--- src/hdl/rct_pkg.sv ---
// Shared types and constants for the reader coverage table.
// Holds operation codes, sequencer states, item and table entry layouts.
// No dependencies.
package rct_pkg;

    localparam int KEY_W   = 64;
    localparam int POS_W   = 24;
    localparam int RAD_W   = 23;
    localparam int LVL_W   = 16;
    localparam int CNT_W   = 32;
    localparam int SPAN_W  = 25;
    localparam int RATIO_W = 17;
    localparam int STAT_W  = 2;
    localparam int MODE_W  = 3;

    localparam int DVD_W = 48;
    localparam int DVS_W = 33;

    localparam logic [MODE_W-1:0] MODE_SET  = 3'd0;
    localparam logic [MODE_W-1:0] MODE_ADD  = 3'd1;
    localparam logic [MODE_W-1:0] MODE_DIST = 3'd2;
    localparam logic [MODE_W-1:0] MODE_OVL  = 3'd3;
    localparam logic [MODE_W-1:0] MODE_READ = 3'd4;

    localparam logic [STAT_W-1:0] STAT_OK   = 2'd0;
    localparam logic [STAT_W-1:0] STAT_NF   = 2'd1;
    localparam logic [STAT_W-1:0] STAT_FULL = 2'd2;

    localparam logic [RATIO_W-1:0] RATIO_ONE = 17'h10000;

    typedef enum logic [2:0] {
        OP_SET, OP_ADD, OP_DIST, OP_OVL, OP_READ, OP_NOP
    } op_t;

    typedef enum logic [3:0] {
        ST_IDLE, ST_SCAN, ST_EXEC, ST_MUL, ST_NUM, ST_SQ_X, ST_SQ_Y, ST_SQ_SUM,
        ST_SQRT, ST_SQ_DONE, ST_DIV_GO, ST_DIV_WAIT, ST_WRITE, ST_OUT
    } st_t;

    typedef struct packed {
        op_t               op;
        logic [KEY_W-1:0]  key_a;
        logic [KEY_W-1:0]  key_b;
        logic [POS_W-1:0]  x;
        logic [POS_W-1:0]  y;
        logic [RAD_W-1:0]  reach;
        logic [LVL_W-1:0]  sample;
    } item_t;

    typedef struct packed {
        logic [KEY_W-1:0] key;
        logic [POS_W-1:0] x;
        logic [POS_W-1:0] y;
        logic [RAD_W-1:0] radius;
        logic [LVL_W-1:0] mean;
        logic [CNT_W-1:0] count;
    } entry_t;

    localparam int ENT_W = $bits(entry_t);

endpackage

--- src/hdl/rct_front.sv ---
// Front end: takes items off the input stream, decodes the mode and queues them.
// Depends on rct_pkg for item_t and mode codes.
module rct_front
    import rct_pkg::*;
(
    input  logic                          aclk,
    input  logic                          aresetn,
    input  logic                          s_axis_tvalid,
    output logic                          s_axis_tready,
    input  logic [215:0]                  s_axis_tdata,
    input  logic [7:0]                    s_axis_tuser,
    output logic                          item_valid,
    output item_t                         item,
    input  logic                          item_pop
);
    item_t      q_reg [2];
    logic       wr_ptr_reg;
    logic       rd_ptr_reg;
    logic [1:0] fill_reg;
    logic       push;
    logic       pop;
    item_t      dec;

    always_comb begin
        unique case (s_axis_tuser[MODE_W-1:0])
            MODE_SET:  dec.op = OP_SET;
            MODE_ADD:  dec.op = OP_ADD;
            MODE_DIST: dec.op = OP_DIST;
            MODE_OVL:  dec.op = OP_OVL;
            MODE_READ: dec.op = OP_READ;
            default:   dec.op = OP_NOP;
        endcase
        dec.key_a  = s_axis_tdata[63:0];
        dec.key_b  = s_axis_tdata[127:64];
        dec.x      = s_axis_tdata[151:128];
        dec.y      = s_axis_tdata[175:152];
        dec.reach  = s_axis_tdata[198:176];
        dec.sample = s_axis_tdata[214:199];
    end

    assign s_axis_tready = (fill_reg != 2'd2);
    assign push = s_axis_tvalid && s_axis_tready;
    assign pop  = item_pop && item_valid;

    always_ff @(posedge aclk) begin
        if (!aresetn) begin
            wr_ptr_reg <= 1'b0;
            rd_ptr_reg <= 1'b0;
            fill_reg   <= '0;
        end else begin
            if (push) begin
                q_reg[wr_ptr_reg] <= dec;
                wr_ptr_reg        <= ~wr_ptr_reg;
            end
            if (pop) begin
                rd_ptr_reg <= ~rd_ptr_reg;
            end
            fill_reg <= fill_reg + {1'b0, push} - {1'b0, pop};
        end
    end

    assign item_valid = (fill_reg != 2'd0);
    assign item       = q_reg[rd_ptr_reg];
endmodule

--- config.mk ---
export PLATFORM = sky130hd
export DESIGN_NAME = rct_front
export DESIGN_NICKNAME = d
export VERILOG_FILES = /design/src/hdl/rct_pkg.sv /design/src/hdl/rct_front.sv
export SDC_FILE = /design/constraint.sdc
export NUM_CORES = 1
export LEC_CHECK = 0
export BUFFER_PORTS_ARGS = -buffer_cell sky130_fd_sc_hd__buf_2
export CAP_MARGIN = 20
export CORE_ASPECT_RATIO = 0.5
export CORE_MARGIN = 4
export CORE_UTILIZATION = 26
export CTS_CLUSTER_SIZE = 14
export DETAILED_ROUTE_END_ITERATION = 12
export PLACE_DENSITY = 0.58
export SKIP_CTS_REPAIR_TIMING = 1
export SLEW_MARGIN = 10
export SYNTH_ARGS = -nofsm -noshare
export SYNTH_HDL_FRONTEND = slang
export SYNTH_SLANG_ARGS = --single-unit
--- constraint.sdc ---
create_clock -name aclk -period 10.3 [get_ports aclk]
set_input_delay 0.515 -clock aclk [delete_from_list [all_inputs] [get_ports aclk]]
set_output_delay 0.515 -clock aclk [all_outputs]
set_load 0.1 [all_outputs]
==> results <==
- The flow ran to the end, and the final reports show no timing, DRC or antenna violations.
- The Yosys step of the flow raised 0 warnings.
- Each instance of the synthesized netlist takes up on average 23.2 µm².
- The clock root buffer is sky130_fd_sc_hd__clkbuf_16.
- The highest achievable clock rate is 0.273 GHz.
- Across the run, the number of max-cap violations was 0.
- The number of top-level pins is 448.
- Between clock sinks in the finished design, the worst skew comes to 0.0115 ns.
- The final net count is 1405.
- In the synthesized netlist, the number of instances is 706.
- The number of sinks handled by clock tree synthesis is 441.
- The final period utilization is 35.5%.
- The post-layout minimum cycle time is 3.66 ns.
- The post-place setup slack is 6.84 ns.
- The critical path goes through buf_12 > mux2_4 > buf_2.
- The floorplan has 64 rows.
- The netlist uses 23 different library cells.
- Setup slack on the critical path of the routed design comes to 6.64 ns.
- The buffer depth of the longest clock path is 3.
- CTS built an H-tree with a depth of 2.
- The overall routing resource usage is 10.9%.
- Adding up every negative setup slack in the final design gives 0 ns.
- The post-CTS clock slew at the launch and capture registers of the worst setup and hold paths is 0.06 ns.
- The headroom to the max-slew limit is 28.0%.
- The first detailed-routing pass ran for 6 iterations.
- The power per unit of standard cell area is 295 nW/µm².
- Setup repair after global routing left no endpoint under its margin.
- The flip-flop and latch count after synthesis is 441.
- Setup violations remaining at the end of the flow were counted as 0.
- The die width is 363 µm.
- The leakage power figure is 7.69 nW.
- The count of nets left with antenna violations once routing finished came out at 0.
- On the worst path, the slowest cell contributes a delay of 0.98 ns.
- The core region is 61800 µm².
- The total overflow left after global routing is 0.
- The via count of the first global-routing pass is 8322.
- The critical path is of the flop to output port type.
- The vias after detailed routing is 8212.
- Relative to the synthesized area, the layout overhead comes to 27.3%.
- For this run, the register share of the synthesized area comes to 80.4%.
- The initial antenna violation count came to 6.
- The number of fill cells in the layout is 5981.
- The worst-margin pin slew is 1.08 ns.
- By area the synthesized netlist is led by sky130_fd_sc_hd__edfxtp_1 (80%), sky130_fd_sc_hd__mux2_4 (9.1%), sky130_fd_sc_hd__mux2_2 (8.1%).
- TritonCTS built the clock tree.
- The path type of the worst min-delay path is input pin to flop.
- The DRC violation count after routing is 0.
- The total non-filler cell area in the finished layout is 20900 µm².
- In the final routed layout, each cell accounts on average for 19.2 µm.
- The quantity of I/O buffers inserted on ports is 441.
- The number of flip-flops in the largest register is 436.
- After legalization and detailed placement, the total HPWL measured 26.7 mm.
- The violation count after the first detailed-route iteration is 441.
- The slowest stage cell on the critical path is sky130_fd_sc_hd__dfxtp_4.
- The starting density of the core is 26.6%.
- The number of max-slew violations in the final report is 0.
- The mapped netlist covers 16400 µm².
- The synthesized netlist net count is 936.
- The worst IR drop on VDD is 0.120 mV.
- Data on the critical path arrives at its endpoint at 3.14 ns.
- The hold violation total from the final report is 0.
- The die is 186 µm tall.
- The number of vias per cell after detailed routing is 4.03.
- The insertion delay of the later-clocked pin in the worst-skew pair is 0.54 ns.
- Of the cells placed in the final design, the portion with a size suffix greater than 1 is 60.2%.
- Entering global routing, the biggest net connects 148 pins.
- The count of placed standard cells including taps is 1953.
- The worst setup path is captured at an output port.
- The final cell count without fillers is 2037.
- The share of the synthesized area in the top cell type is 79.8%.
- The startpoint type of the worst setup path is a flop.
- After detailed routing, the total wire length is 39.1 mm.
- The largest total area in the synthesized netlist belongs to sky130_fd_sc_hd__edfxtp_1.
- The number of buffers inserted during clock tree synthesis is 44.
- After detailed placement, the total cell area comes to 19500 µm².
- The data required time of the critical path is 9.79 ns.
- Of all nets on the critical path, the largest fanout is 121.
- The overall die area is 67500 µm².
- Counting both buffers and inverters, the worst setup path holds a total of 2.
- The first global-routing pass estimated 54.1 mm of wire.
- The family with the most delay on the worst path is flip-flops.
- The weighted congestion reported at the end of routability-driven placement is 0.750.
## cells by family (layout without fill, tap and decap cells)
logic type	count (synthesis)	after routing	share of synthesized area, %
AND/OR/NAND/NOR	12	12	0.419
multiplexers	218	218	17.2
XOR/XNOR	3	3	0.160
buffers and inverters	27	528	1.52
flip-flops	441	441	80.4
AO/OA/AOI/OAI	3	3	0.130
other	0	5	0
adder cells (fa/ha/maj)	2	2	0.152
## final timing paths
check,cells past startpoint,endpoint,startpoint,slack [ns]
worst max-delay path,3,item[155],flop,6.64
worst min-delay path,1,q_reg[0][78],s_axis_tdata[143],0.16
worst max register to register,5,q_reg[0][190],fill_reg[0],7.11
worst min register to register,2,flop,rd_ptr_reg,0.53
## synthesized netlist by cell type
cell                       count
sky130_fd_sc_hd__nor2_1        1
sky130_fd_sc_hd__nor2b_1       3
sky130_fd_sc_hd__mux2_2      118
sky130_fd_sc_hd__buf_4         2
sky130_fd_sc_hd__dfxtp_1       5
sky130_fd_sc_hd__nand2b_1      1
sky130_fd_sc_hd__clkbuf_1      1
sky130_fd_sc_hd__or2_2         1
sky130_fd_sc_hd__ha_1          2
sky130_fd_sc_hd__a21o_1        1
sky130_fd_sc_hd__buf_8        10
sky130_fd_sc_hd__edfxtp_1    436
sky130_fd_sc_hd__buf_6         2
sky130_fd_sc_hd__nand2_1       1
sky130_fd_sc_hd__and3_1        1
sky130_fd_sc_hd__o21a_1        1
sky130_fd_sc_hd__nand3_1       1
sky130_fd_sc_hd__o22ai_1       1
sky130_fd_sc_hd__xnor2_1       3
sky130_fd_sc_hd__buf_2        10
sky130_fd_sc_hd__inv_1         2
sky130_fd_sc_hd__mux2_4      100
sky130_fd_sc_hd__and2_1        3
## cells in the final DEF, fill, tap and decap left out, types with 4 or more instances in the layout
master	instances
sky130_fd_sc_hd__buf_2	441
sky130_fd_sc_hd__buf_4	4
sky130_fd_sc_hd__clkbuf_1	7
sky130_fd_sc_hd__clkbuf_16	45
sky130_fd_sc_hd__clkinv_1	14
sky130_fd_sc_hd__clkinv_2	5
sky130_fd_sc_hd__dfxtp_1	4
sky130_fd_sc_hd__diode_2	5
sky130_fd_sc_hd__edfxtp_1	436
sky130_fd_sc_hd__mux2_2	118
sky130_fd_sc_hd__mux2_4	100
## cell type report
type | instances | area [µm²] | area share [%]
Sequential cell | 441 | 13200 | 63.2
Multi-Input combinational cell | 238 | 2980 | 14.3
Timing Repair Buffer | 448 | 2300 | 11.0
Clock buffer | 52 | 1150 | 5.52
Tap cell | 825 | 1030 | 4.94
Clock inverter | 26 | 200 | 0.958
Antenna cell | 5 | 12.5 | 0.0599
Inverter | 2 | 7.51 | 0.0359
## metrics by stage
stage	power, W	hold WS, ns	util (%)
CTS	0.00625	0.118	33.7
detailed placement	0.00470	0.527	31.5
finish	0.00617	0.164	33.8
global placement	0.00470	0.518	31.5
global route	0.00637	0.125	33.8
floorplan	0.00438	0.480	-
## where the power goes
group | total, W | internal, W | switching [W]
clock network | 0.00152 | 0.000872 | 0.000653
logic | 0.00245 | 0.000492 | 0.00196
registers | 0.00219 | 0.00213 | 0.0000649
total | 0.00617 | 0.00349 | 0.00267
## per-layer routing
metal  vias to the layer above  wire length, µm  track usage [%]  part of all wire [%]
met4                         2             1090             3.96                   2.8
met5                         -                7                0                 0.018
met3                        74              966             1.90                   2.5
met1                      4257            12000             9.84                    31
li1                       3768                -                -                     -
met2                       111            25000             23.7                    64
No activity file was read; power rests on OpenSTA's default activity.
